$ cat src/hw/rtl/moe_pkg.sv
// ---------------------------------------------------------------------------
// moe_pkg
// Shared types, codes and tables for the 16-bit memory operand encoder.
// ---------------------------------------------------------------------------
`default_nettype none

package moe_pkg;

    // Token kinds; codes 5..7 are all treated as an illegal token
    typedef enum logic [2:0] {
        KIND_NUMBER = 3'd0,
        KIND_PLUS   = 3'd1,
        KIND_MINUS  = 3'd2,
        KIND_REG    = 3'd3,
        KIND_CLOSE  = 3'd4,
        KIND_OTHER  = 3'd5
    } token_kind_t;

    typedef enum logic [1:0] {
        PH_START = 2'd0,
        PH_PLUS  = 2'd1,
        PH_ELEM  = 2'd2,
        PH_MINUS = 2'd3
    } phase_t;

    typedef enum logic {
        RES_DONE  = 1'b0,
        RES_ERROR = 1'b1
    } result_kind_t;

    localparam logic [11:0] MASK_RESET    = 12'h027;
    localparam logic [11:0] MASK_SELECTED = 12'hA90;

    // Selected-register patterns after masking with MASK_SELECTED
    localparam logic [11:0] SEL_NONE  = 12'h000;
    localparam logic [11:0] SEL_BX_SI = 12'h210;
    localparam logic [11:0] SEL_BX_DI = 12'h810;
    localparam logic [11:0] SEL_BP_SI = 12'h280;
    localparam logic [11:0] SEL_BP_DI = 12'h880;
    localparam logic [11:0] SEL_SI    = 12'h200;
    localparam logic [11:0] SEL_DI    = 12'h800;
    localparam logic [11:0] SEL_BP    = 12'h080;
    localparam logic [11:0] SEL_BX    = 12'h010;

    localparam logic [7:0]  MODRM_DIRECT  = 8'h06;
    localparam logic [7:0]  MODRM_BP_ZERO = 8'h46;
    localparam logic [7:0]  MOD_NONE      = 8'h00;
    localparam logic [7:0]  MOD_DISP8     = 8'h40;
    localparam logic [7:0]  MOD_DISP16    = 8'h80;
    localparam logic [15:0] DISP8_POS_MAX = 16'h007F;
    localparam logic [15:0] DISP8_NEG_MIN = 16'hFF80;

    localparam int TOKEN_DATA_W  = 32;
    localparam int TOKEN_USER_W  = 3;
    localparam int RESULT_DATA_W = 40;
    localparam int RESULT_USER_W = 1;

    typedef struct packed {
        logic [11:0] mask;
        logic [15:0] disp;
        phase_t      phase;
    } parse_state_t;

    typedef struct packed {
        result_kind_t kind;
        logic [7:0]   modrm;
        logic [15:0]  disp;
        logic [15:0]  err_pos;
    } result_t;

    // Mask bits claimed by each word register (AX CX DX BX SP BP SI DI)
    function automatic logic [11:0] reg_mask(input logic [2:0] idx);
        logic [11:0] m;
        case (idx)
            3'd0:    m = 12'h001;
            3'd1:    m = 12'h002;
            3'd2:    m = 12'h004;
            3'd3:    m = 12'h058;
            3'd4:    m = 12'h020;
            3'd5:    m = 12'h0C8;
            3'd6:    m = 12'h700;
            3'd7:    m = 12'hD00;
            default: m = 12'h000;
        endcase
        return m;
    endfunction

endpackage

`default_nettype wire

$ cat src/hw/rtl/moe_step.sv
// ---------------------------------------------------------------------------
// moe_step
// Next-state and result logic for one token of a memory operand.
// ---------------------------------------------------------------------------
`default_nettype none

module moe_step (
    input  wire moe_pkg::parse_state_t state_i,
    input  wire logic [2:0]            kind_i,
    input  wire logic [15:0]           value_i,
    input  wire logic [15:0]           pos_i,
    output moe_pkg::parse_state_t      state_o,
    output logic                       has_result_o,
    output moe_pkg::result_t           result_o
);

    moe_pkg::parse_state_t reset_state;
    moe_pkg::result_t      err_res;
    logic [11:0]           rmask;
    logic [7:0]            mod_bits;
    logic [7:0]            modrm;
    logic                  after_sign;

    assign reset_state = '{mask: moe_pkg::MASK_RESET, disp: 16'h0000,
                           phase: moe_pkg::PH_START};
    assign err_res     = '{kind: moe_pkg::RES_ERROR, modrm: 8'h00, disp: 16'h0000,
                           err_pos: pos_i};
    assign rmask       = moe_pkg::reg_mask(value_i[2:0]);
    assign after_sign  = (state_i.phase == moe_pkg::PH_PLUS) ||
                         (state_i.phase == moe_pkg::PH_MINUS);

    // Mod field from displacement size, then r/m from the selected registers
    always_comb begin
        if (state_i.disp == 16'h0000) begin
            mod_bits = moe_pkg::MOD_NONE;
        end else if (state_i.disp <= moe_pkg::DISP8_POS_MAX ||
                     state_i.disp >= moe_pkg::DISP8_NEG_MIN) begin
            mod_bits = moe_pkg::MOD_DISP8;
        end else begin
            mod_bits = moe_pkg::MOD_DISP16;
        end
        case (state_i.mask & moe_pkg::MASK_SELECTED)
            moe_pkg::SEL_NONE:  modrm = moe_pkg::MODRM_DIRECT;
            moe_pkg::SEL_BX_SI: modrm = mod_bits;
            moe_pkg::SEL_BX_DI: modrm = mod_bits | 8'd1;
            moe_pkg::SEL_BP_SI: modrm = mod_bits | 8'd2;
            moe_pkg::SEL_BP_DI: modrm = mod_bits | 8'd3;
            moe_pkg::SEL_SI:    modrm = mod_bits | 8'd4;
            moe_pkg::SEL_DI:    modrm = mod_bits | 8'd5;
            moe_pkg::SEL_BP: begin
                // BP with no displacement has no mod-00 form: use disp8 of zero
                modrm = (mod_bits == moe_pkg::MOD_NONE) ? moe_pkg::MODRM_BP_ZERO
                                                        : (mod_bits | 8'd6);
            end
            moe_pkg::SEL_BX:    modrm = mod_bits | 8'd7;
            default:            modrm = mod_bits;
        endcase
    end

    always_comb begin
        state_o      = state_i;
        has_result_o = 1'b0;
        result_o     = err_res;
        case (kind_i)
            moe_pkg::KIND_NUMBER: begin
                state_o.disp  = (state_i.phase == moe_pkg::PH_MINUS) ?
                                state_i.disp - value_i : state_i.disp + value_i;
                state_o.phase = moe_pkg::PH_ELEM;
            end
            moe_pkg::KIND_PLUS, moe_pkg::KIND_MINUS: begin
                if (after_sign) begin
                    has_result_o = 1'b1;
                    state_o      = reset_state;
                end else begin
                    state_o.phase = (kind_i == moe_pkg::KIND_PLUS) ? moe_pkg::PH_PLUS
                                                                   : moe_pkg::PH_MINUS;
                end
            end
            moe_pkg::KIND_REG: begin
                if (state_i.phase == moe_pkg::PH_MINUS || value_i[15:3] != 13'd0 ||
                    (state_i.mask & rmask) != 12'h000) begin
                    has_result_o = 1'b1;
                    state_o      = reset_state;
                end else begin
                    state_o.mask  = state_i.mask | rmask;
                    state_o.phase = moe_pkg::PH_ELEM;
                end
            end
            moe_pkg::KIND_CLOSE: begin
                has_result_o = 1'b1;
                state_o      = reset_state;
                if (state_i.phase == moe_pkg::PH_ELEM) begin
                    result_o = '{kind: moe_pkg::RES_DONE, modrm: modrm,
                                 disp: state_i.disp, err_pos: 16'h0000};
                end
            end
            default: begin
                has_result_o = 1'b1;
                state_o      = reset_state;
            end
        endcase
    end

endmodule

`default_nettype wire

$ cat src/hw/rtl/memory_operand_modrm_encoder_core.sv
// ---------------------------------------------------------------------------
// memory_operand_modrm_encoder_core
// Parses the tokens of a 16-bit memory operand and emits its ModR/M byte
// and displacement, or an error word with the offending token's column.
// ---------------------------------------------------------------------------
//
//  channel   dir   tdata (low bit up)                      tuser
//  s_axis    in    token_value, token_position (32 b)      token_kind (3 b)
//  m_axis    out   modrm_byte, displacement_word,          result_kind (1 b)
//                  error_position (40 b)
//
//  One token word per cycle while the result side is not stalled. Each word
//  is held in the input register, decoded against the parse state, and any
//  result lands in the output register.
//  Reset (aresetn low, synchronous) empties both registers and restores the
//  parse state. A stalled result word blocks the input register, which in
//  turn drops s_axis_tready once it is also full.
// ---------------------------------------------------------------------------
`default_nettype none

module memory_operand_modrm_encoder_core (
    input  wire logic        aclk,
    input  wire logic        aresetn,
    input  wire logic        s_axis_tvalid,
    output logic             s_axis_tready,
    input  wire logic [31:0] s_axis_tdata,   // [15:0] token_value, [31:16] token_position
    input  wire logic [2:0]  s_axis_tuser,   // [2:0] token_kind
    output logic             m_axis_tvalid,
    input  wire logic        m_axis_tready,
    output logic [39:0]      m_axis_tdata,   // [7:0] modrm_byte, [23:8] displacement_word,
                                             // [39:24] error_position
    output logic [0:0]       m_axis_tuser    // [0] result_kind
);

    // Input register
    logic                   in_valid_reg, in_valid_next;
    logic [2:0]             in_kind_reg;
    logic [15:0]            in_value_reg;
    logic [15:0]            in_pos_reg;

    // Parse state
    moe_pkg::parse_state_t  state_reg, state_next;

    // Output register
    logic                   out_valid_reg, out_valid_next;
    moe_pkg::result_t       out_reg;

    moe_pkg::parse_state_t  step_state;
    moe_pkg::result_t       step_result;
    logic                   step_has_result;
    logic                   advance;
    logic                   s_accept;

    moe_step u_step (
        .state_i      (state_reg),
        .kind_i       (in_kind_reg),
        .value_i      (in_value_reg),
        .pos_i        (in_pos_reg),
        .state_o      (step_state),
        .has_result_o (step_has_result),
        .result_o     (step_result)
    );

    // Advance the held token once the result slot is free or being emptied
    assign advance       = in_valid_reg && (!out_valid_reg || m_axis_tready);
    assign s_axis_tready = !in_valid_reg || advance;
    assign s_accept      = s_axis_tvalid && s_axis_tready;

    always_comb begin
        in_valid_next  = s_accept ? 1'b1 : (advance ? 1'b0 : in_valid_reg);
        state_next     = advance ? step_state : state_reg;
        if (advance && step_has_result) begin
            out_valid_next = 1'b1;
        end else if (m_axis_tready) begin
            out_valid_next = 1'b0;
        end else begin
            out_valid_next = out_valid_reg;
        end
    end

    always_ff @(posedge aclk) begin
        if (!aresetn) begin
            in_valid_reg  <= 1'b0;
            out_valid_reg <= 1'b0;
            state_reg     <= '{mask: moe_pkg::MASK_RESET, disp: 16'h0000,
                               phase: moe_pkg::PH_START};
        end else begin
            in_valid_reg  <= in_valid_next;
            out_valid_reg <= out_valid_next;
            state_reg     <= state_next;
        end
    end

    // Payload registers: input on handshake only, output when a result is produced
    always_ff @(posedge aclk) begin
        if (s_accept) begin
            in_kind_reg  <= s_axis_tuser;
            in_value_reg <= s_axis_tdata[15:0];
            in_pos_reg   <= s_axis_tdata[31:16];
        end
        if (advance && step_has_result) begin
            out_reg <= step_result;
        end
    end

    assign m_axis_tvalid = out_valid_reg;
    assign m_axis_tdata  = {out_reg.err_pos, out_reg.disp, out_reg.modrm};
    assign m_axis_tuser  = out_reg.kind;

`ifndef SYNTHESIS
    // Forbidden registers stay marked in the mask at all times
    a_mask_forbidden: assert property (@(posedge aclk) disable iff (!aresetn)
        (state_reg.mask & moe_pkg::MASK_RESET) == moe_pkg::MASK_RESET)
        else $error("forbidden register bits lost from mask");

    // An error word carries neither ModR/M nor displacement
    a_error_clean: assert property (@(posedge aclk) disable iff (!aresetn)
        (m_axis_tvalid && m_axis_tuser[0]) |->
            (m_axis_tdata[23:0] == 24'h000000))
        else $error("error word with encoding bits set");

    // A completed operand reports no error position
    a_done_clean: assert property (@(posedge aclk) disable iff (!aresetn)
        (m_axis_tvalid && !m_axis_tuser[0]) |-> (m_axis_tdata[39:24] == 16'h0000))
        else $error("operand word with error position set");

    // Any emitted result returns the parser to its start
    a_result_restart: assert property (@(posedge aclk) disable iff (!aresetn)
        (advance && step_has_result) |=>
            (state_reg.phase == moe_pkg::PH_START && state_reg.disp == 16'h0000))
        else $error("parse state not restored after result");
`endif

endmodule

`default_nettype wire

$ cat config.mk
export PLATFORM = sky130hd
export DESIGN_NAME = memory_operand_modrm_encoder_core
export DESIGN_NICKNAME = d
export VERILOG_FILES = /design/src/hw/rtl/moe_pkg.sv /design/src/hw/rtl/moe_step.sv /design/src/hw/rtl/memory_operand_modrm_encoder_core.sv
export SDC_FILE = /design/constraint.sdc
export NUM_CORES = 1
export LEC_CHECK = 0
export BUFFER_PORTS_ARGS = -buffer_cell sky130_fd_sc_hd__buf_2
export CAP_MARGIN = 20
export CORE_UTILIZATION = 50
export CTS_BUF_LIST = sky130_fd_sc_hd__clkbuf_8
export DETAILED_ROUTE_END_ITERATION = 6
export PLACE_DENSITY = 0.72
export SYNTH_ARGS = -nofsm -noshare
export SYNTH_HDL_FRONTEND = slang
export SYNTH_SLANG_ARGS = --single-unit
export TNS_END_PERCENT = 5
$ cat constraint.sdc
create_clock -name aclk -period 3.6 [get_ports aclk]
set_input_delay 0.72 -clock aclk [delete_from_list [all_inputs] [get_ports aclk]]
set_output_delay 0.72 -clock aclk [all_outputs]
set_load 0.01 [all_outputs]
==> results.tsv, run 1 <==
metric	value	unit
rows	36	
min_from	s_axis_tdata[9]	
ir_drop	0.244	mV
synth-edff-count	73	
endpoint_kind	register	
clk_latency	0.44	ns
report.final.slew_viol_count	0	
cts_hold_buf	0	
cts_root_buf	clkbuf_8	
via_per_inst	5.30	
skew	0.0109	ns
remaining_drc_errors	0	
cp-start-kind	register	
maxCapViolCount	0	
ff2ff_path_depth	11	
htree_levels	4	
finalHoldViolations	0	
async_flop_share	0	%
die-height	104	µm
dp.cells	658	
synth.most_common_cell	edfxtp_1	
ys_seq_area_share	58.3	%
yosys.area.top_type	edfxtp_1	
holdPathEnd	in_value_reg[9]$_DFFE_PP_	
synth.lib_cells_used.distinct	51	
synth_top_area_share	42.1	%
whs_path_depth	1	
path_class	register to register	
dr.pass1.iters	5	
drive_gt1_share	21.2	%
die_w	104	µm
grt_antenna_before_repair	0	
cts_resized	0	
n_fill_cell	823	
synth_area_leaders	edfxtp_1 42%, dfxtp_1 16%, and2_1 4.6%	
fin_tns_setup	0	ns
hold_path.class	input port to register	
relSlewSlack	45.9	%
yosysWarnings	0	
fp.dieArea	10800	µm²
ys_seq_elements	115	
area_delta_synth_final	16.6	%
vias	3658	
worstMarginPinSlew	0.809	ns
globalRouteOverflowTotal	0	
n_antenna_cell	0	
syn_inst	459	
fin_crit_sh	83.4	%
critPathRequiredTime	3.93	ns
status	completed	
p_leak	2.34	nW
arrival	3.34	ns
syn_avg_cell_area	11.3	µm²
cts_buffer_depth	2	
globalplace.congestion	0.948	
post_cts_buffers	0	
drt_iter0_drc	240	
max_freq	333	MHz
core-area	9910	µm²
setup_viol_count_final	0	
fin_total_pwr	0.00284	W
preCtsSetupSlack	0.625	ns
cts-buffers-inserted	17	
grt_start_max_net_pins	40	
portBuffers	78	
syn_area	5200	µm²
clkSinkCount	115	
cp_max_fo	11	
synth_ff_type	edfxtp_1	
grt_pass1_wl	16500	µm
synth_common_cells	73 x edfxtp_1, 47 x a21oi_1, 42 x dfxtp_1, 38 x and2_1, 33 x nor2_1	
clk_pin_slew	0.07	ns
largest_reg_flops	37	
rsz0062_at_grt	no	
dp_hpwl	7170	µm
stdcell_count	690	
r2r_start	state_reg[0]$_SDFFE_PN0P_	
fin_crit	3.00	ns
cellPowerDensity	468	nW/µm²
cts_tree	built	
wl_per_cell	14.4	µm
ios	82	
grt_pass1_vias	3517	
grt.total_usage	19.7	%
drt-total-wl	9910	µm
r2r_slack	0.60	ns
reg2reg_to	state_reg[17]$_SDFFE_PN0P_	
detail-route-antenna-nets	0	
start_util	52.5	%
nNetsFinal	600	
worst_slack	0.596	ns
[worst max path at each step]
stage	startpoint	endpoint
floorplan	in_value_reg[6]$_DFFE_PP_	state_reg[17]$_SDFFE_PN0P_
global placement	in_value_reg[8]$_DFFE_PP_	state_reg[17]$_SDFFE_PN0P_
detailed placement	in_value_reg[2]$_DFFE_PP_	state_reg[17]$_SDFFE_PN0P_
CTS	in_value_reg[2]$_DFFE_PP_	state_reg[17]$_SDFFE_PN0P_
global route	in_value_reg[8]$_DFFE_PP_	state_reg[17]$_SDFFE_PN0P_
finish	state_reg[0]$_SDFFE_PN0P_	state_reg[17]$_SDFFE_PN0P_
[area by class of cell]
type / count / area, µm² / share of cell area, %
clock buffers: 17 / 234 / 3.86
clock inverters: 15 / 141 / 2.33
inverters: 10 / 37.5 / 0.619
multi-input cells: 320 / 2050 / 33.8
flip-flops and latches: 115 / 3030 / 50.0
well taps: 133 / 166 / 2.74
repair buffers: 80 / 405 / 6.68
[cell usage in the layout (no fill, tap or decap), types with 11 or more instances in the layout]
cell / count
a21oi_1: 47
and2_1: 38
buf_2: 78
clkbuf_8: 17
dfxtp_1: 42
edfxtp_1: 73
ha_1: 16
inv_1: 11
nand2_1: 31
nor2_1: 33
nor2b_1: 13
nor3_1: 16
o21ai_0: 13
xnor2_1: 19
[per-layer routing]
metal	vias up	GRT usage (%)	part of all wire, %
met1	1682	25.3	46
met4	0	10.0	2.1
met5	-	0	0
met3	20	5.70	5.8
met2	127	30.2	46
li1	1829	-	-
[stage by stage]
| stage | hold WS (ns) | utilization [%] | instance area [µm²] |
|---|---|---|---|
| after floorplan | 0.414 | - | 5210 |
| after global placement | 0.419 | 57.4 | 5690 |
| after detailed placement | 0.431 | 57.4 | 5690 |
| after CTS | 0.422 | 61.2 | 6070 |
| after global routing | 0.420 | 61.2 | 6070 |
| final | 0.449 | 61.2 | 6070 |
[kinds of logic after synthesis]
kind of cell | share of synthesized area (%)
multiplexers | 0.770
flip-flops | 58.3
AO/OA/AOI/OAI | 12.0
AND/OR/NAND/NOR | 17.5
other | 0.0721
XOR/XNOR | 4.71
buffers and inverters | 2.45
adder cells (fa/ha/maj) | 4.23
[report_power, final]
part           internal, W  total [W]  switching, W
clock network     0.000605    0.00114      0.000533
logic            0.0000887   0.000213      0.000124
registers          0.00146    0.00149     0.0000342
total              0.00215    0.00284      0.000692
[worst max-delay path, cell delays in order, from the launching register on]
cell and delay, ns:
dfxtp_1 0.49, and2_1 0.42, nor2_1 0.10, xnor2_1 0.16, ha_1 0.36, nor2_1 0.07
a211oi_2 0.33, o221ai_1 0.24, o21ai_1 0.21, xnor2_1 0.17, nor3_1 0.08, a221o_1 0.26
Note: power is estimated with default switching activity, not from simulation.
==> run 2: changes to the inputs <==
--- a/config.mk
+++ b/config.mk
@@ -5,12 +5,13 @@
 export SDC_FILE = /design/constraint.sdc
 export NUM_CORES = 1
 export LEC_CHECK = 0
+export ABC_AREA = 1
 export BUFFER_PORTS_ARGS = -buffer_cell sky130_fd_sc_hd__buf_2
 export CAP_MARGIN = 20
 export CORE_UTILIZATION = 50
 export CTS_BUF_LIST = sky130_fd_sc_hd__clkbuf_8
 export DETAILED_ROUTE_END_ITERATION = 6
-export PLACE_DENSITY = 0.72
+export PLACE_DENSITY = 0.71
 export SYNTH_ARGS = -nofsm -noshare
 export SYNTH_HDL_FRONTEND = slang
 export SYNTH_SLANG_ARGS = --single-unit
==> constraint.sdc (replaced) <==
create_clock -name aclk -period 2.8 [get_ports aclk]
set_input_delay 0.56 -clock aclk [delete_from_list [all_inputs] [get_ports aclk]]
set_output_delay 0.56 -clock aclk [all_outputs]
set_load 0.01 [all_outputs]
==> run 2 against run 1 <==
Against the previous run: setup slack got worse by 0.42 ns; via count increased by 19%; synthesized cell count increased by 41%; sequential power increased by 28%; register-to-register slack got worse by 0.42 ns; largest power group unchanged; highest routed layer unchanged; die area increased by 7.1%; hold slack got worse by 0.15 ns; critical path depth increased by 8; first-iteration DRC count increased by 11%; count of clock-buffer cells in the layout increased by 1.
==> results.tsv, run 2 <==
metric	value	unit	change
yosysWarnings	0		unchanged
arrival	2.91	ns	was 3.34 ns
worstMarginPinSlew	0.708	ns	was 0.809 ns
dr.pass1.iters	4		was 5
fp.dieArea	11600	µm²	was 10800 µm²
detail-route-antenna-nets	0		unchanged
syn_area	5580	µm²	was 5200 µm²
grt_antenna_before_repair	0		unchanged
area_delta_synth_final	20.1	%	was 16.6%
largest_reg_flops	37		unchanged
synth_top_area_share	39.3	%	was 42.1%
cts_tree	built		unchanged
grt.total_usage	22.5	%	was 19.7%
rsz0062_at_grt	yes		was no
globalRouteOverflowTotal	0		unchanged
grt_pass1_vias	4193		was 3517
syn_avg_cell_area	8.65	µm²	was 11.3 µm²
reg2reg_to	state_reg[15]$_SDFFE_PN0P_		was state_reg[17]$_SDFFE_PN0P_
max_freq	381	MHz	was 333 MHz
min_from	s_axis_tdata[28]		was s_axis_tdata[9]
postLayoutCellArea	6700	µm²	was 6070 µm²
synth_ff_type	edfxtp_1		unchanged
relSlewSlack	52.3	%	was 45.9%
final_common_cell	nand2_1		was buf_2
yosys.area.top_type	edfxtp_1		unchanged
status	completed		unchanged
wl_per_cell	13.4	µm	was 14.4 µm
endpoint_kind	register		unchanged
dp_hpwl	9030	µm	was 7170 µm
rows	38		was 36
synth_common_cells	149 x nand2_1, 113 x nor2_1, 103 x inv_1, 73 x edfxtp_1, 42 x dfxtp_1		was 73 x edfxtp_1, 47 x a21oi_1, 42 x dfxtp_1, 38 x and2_1, 33 x nor2_1
clk_latency	0.43	ns	was 0.44 ns
cts_root_buf	clkbuf_8		unchanged
drive_gt1_share	22.0	%	was 21.2%
final_cell_mix	143 x nand2_1, 109 x nor2_1, 102 x inv_1, 78 x buf_2, 73 x edfxtp_1		was 78 x buf_2, 73 x edfxtp_1, 47 x a21oi_1, 42 x dfxtp_1, 38 x and2_1
synth.lib_cells_used.distinct	41		was 51
portBuffers	78		unchanged
ir_drop	0.348	mV	was 0.244 mV
synth.most_common_cell	nand2_1		was edfxtp_1
drt-total-wl	12100	µm	was 9910 µm
cp-start-kind	register		unchanged
cellPowerDensity	573	nW/µm²	was 468 nW/µm²
start_util	51.5	%	was 52.5%
grt_start_max_net_pins	39		was 40
holdPathEnd	in_pos_reg[12]$_DFFE_PP_		was in_value_reg[9]$_DFFE_PP_
synth-edff-count	73		unchanged
die-height	108	µm	was 104 µm
vias	4369		was 3658
globalplace.congestion	0.894		was 0.948
remaining_drc_errors	0		unchanged
clk_pin_slew	0.08	ns	was 0.07 ns
critPathRequiredTime	3.09	ns	was 3.93 ns
r2r_start	in_value_reg[0]$_DFFE_PP_		was state_reg[0]$_SDFFE_PN0P_
report.final.slew_viol_count	0		unchanged
via_per_inst	4.85		was 5.30
r2r_slack	0.18	ns	was 0.60 ns
finalHoldViolations	0		unchanged
maxCapViolCount	0		unchanged
cts_buffer_depth	2		unchanged
whs_path_depth	1		unchanged
nNetsFinal	803		was 600
cp_max_fo	4		was 11
setup_viol_count_final	0		unchanged
placed_area	6160	µm²	was 5690 µm²
drt_iter0_drc	266		was 240
cts-buffers-inserted	17		unchanged
fin_total_pwr	0.00384	W	was 0.00284 W
syn_inst	645		was 459
synth_area_leaders	edfxtp_1 39%, dfxtp_1 15%, nand2_1 10%		was edfxtp_1 42%, dfxtp_1 16%, and2_1 4.6%
n_fill_cell	943		was 823
core-area	10800	µm²	was 9910 µm²
async_flop_share	0	%	unchanged
ios	82		unchanged
fin_crit	2.62	ns	was 3.00 ns
grt_pass1_wl	19600	µm	was 16500 µm
ys_seq_elements	115		unchanged
ys_seq_area_share	54.4	%	was 58.3%
fin_crit_sh	93.7	%	was 83.4%
fin_tns_setup	0	ns	unchanged
clkSinkCount	115		unchanged
n_antenna_cell	0		unchanged
die_w	108	µm	was 104 µm
hold_slack	0.303	ns	was 0.449 ns
path_class	register to register		unchanged
p_leak	3.00	nW	was 2.34 nW
ff2ff_path_depth	19		was 11
hold_path.class	input port to register		unchanged
htree_levels	4		unchanged
skew	0.0168	ns	was 0.0109 ns
-- run 2: repair_timing --
action                                  CTS  global route
endpoints found under the setup margin    0             9
buffers inserted                          0             4
hold buffers                              0             0
resized for setup                         0            29
-- run 2: worst max-delay path by stage --
stage	end	from	cells past startpoint
floorplan	state_reg[17]$_SDFFE_PN0P_	in_value_reg[0]$_DFFE_PP_	18
global placement	state_reg[15]$_SDFFE_PN0P_	in_value_reg[0]$_DFFE_PP_	19
finish	state_reg[15]$_SDFFE_PN0P_	in_value_reg[0]$_DFFE_PP_	19
detailed placement	state_reg[15]$_SDFFE_PN0P_	in_value_reg[0]$_DFFE_PP_	19
CTS	state_reg[11]$_SDFFE_PN0P_	in_value_reg[0]$_DFFE_PP_	17
global route	state_reg[16]$_SDFFE_PN0P_	in_value_reg[2]$_DFFE_PP_	19
-- run 2: cell type report --
type                       count  area (µm²)  share of cell area, %
inverter                     111         420                   6.27
clock buffer                  18         248                   3.70
timing repair buffer          90         480                   7.17
multi-input combinational    412        2190                   32.7
tap                          140         175                   2.61
clock inverter                14         154                   2.30
sequential                   115        3030                   45.3
-- run 2: routing by layer --
| metal | track usage (%) | share of wire, % | wire length, µm | vias up |
|---|---|---|---|---|
| met5 | 0 | 0 | 0 | - |
| met4 | 10.2 | 2.2 | 265 | 0 |
| met3 | 4.30 | 4.7 | 569 | 19 |
| met2 | 37.8 | 48 | 5790 | 123 |
| met1 | 28.1 | 45 | 5450 | 1982 |
| li1 | - | - | - | 2245 |
-- run 2: stage by stage --
stage / cells / util [%] / setup WS [ns]
after global placement: 864 / 56.8 / 0.0407
final: 900 / 61.8 / 0.177
after global routing: 900 / 61.8 / -0.0872
after CTS: 896 / 60.5 / 0.00735
after floorplan: 647 / - / 0.394
after detailed placement: 864 / 56.8 / 0.0286
-- run 2: worst max-delay path, stage by stage, from the launching register on --
cell and delay, ns:
edfxtp_1 0.40, inv_2 0.11, ha_4 0.14, nand3_2 0.08, nor3_2 0.19, nand2_1 0.07, nand2_1 0.11, nand2_2 0.09
xnor2_2 0.23, ha_4 0.26, nand2_2 0.13, inv_1 0.05, nand2_1 0.06, nand2_1 0.07, a21oi_2 0.14, nand3_1 0.10
nand3_1 0.09, nor2_1 0.04, nor2_1 0.09, nor2_1 0.04
-- run 2: cell families after synthesis --
kind of cell | Yosys count | share of synthesized area [%]
AO/OA/AOI/OAI | 50 | 5.14
XOR/XNOR | 23 | 3.61
AND/OR/NAND/NOR | 319 | 24.4
buffers and inverters | 120 | 8.48
other | 1 | 0.0672
flip-flops | 115 | 54.4
adder cells (fa/ha/maj) | 17 | 3.95
-- run 2: where the power goes --
group          internal [W]  switching (W)  leakage, nW
registers           0.00188      0.0000344         1.04
clock network      0.000824       0.000735        0.190
logic              0.000134       0.000238         1.77
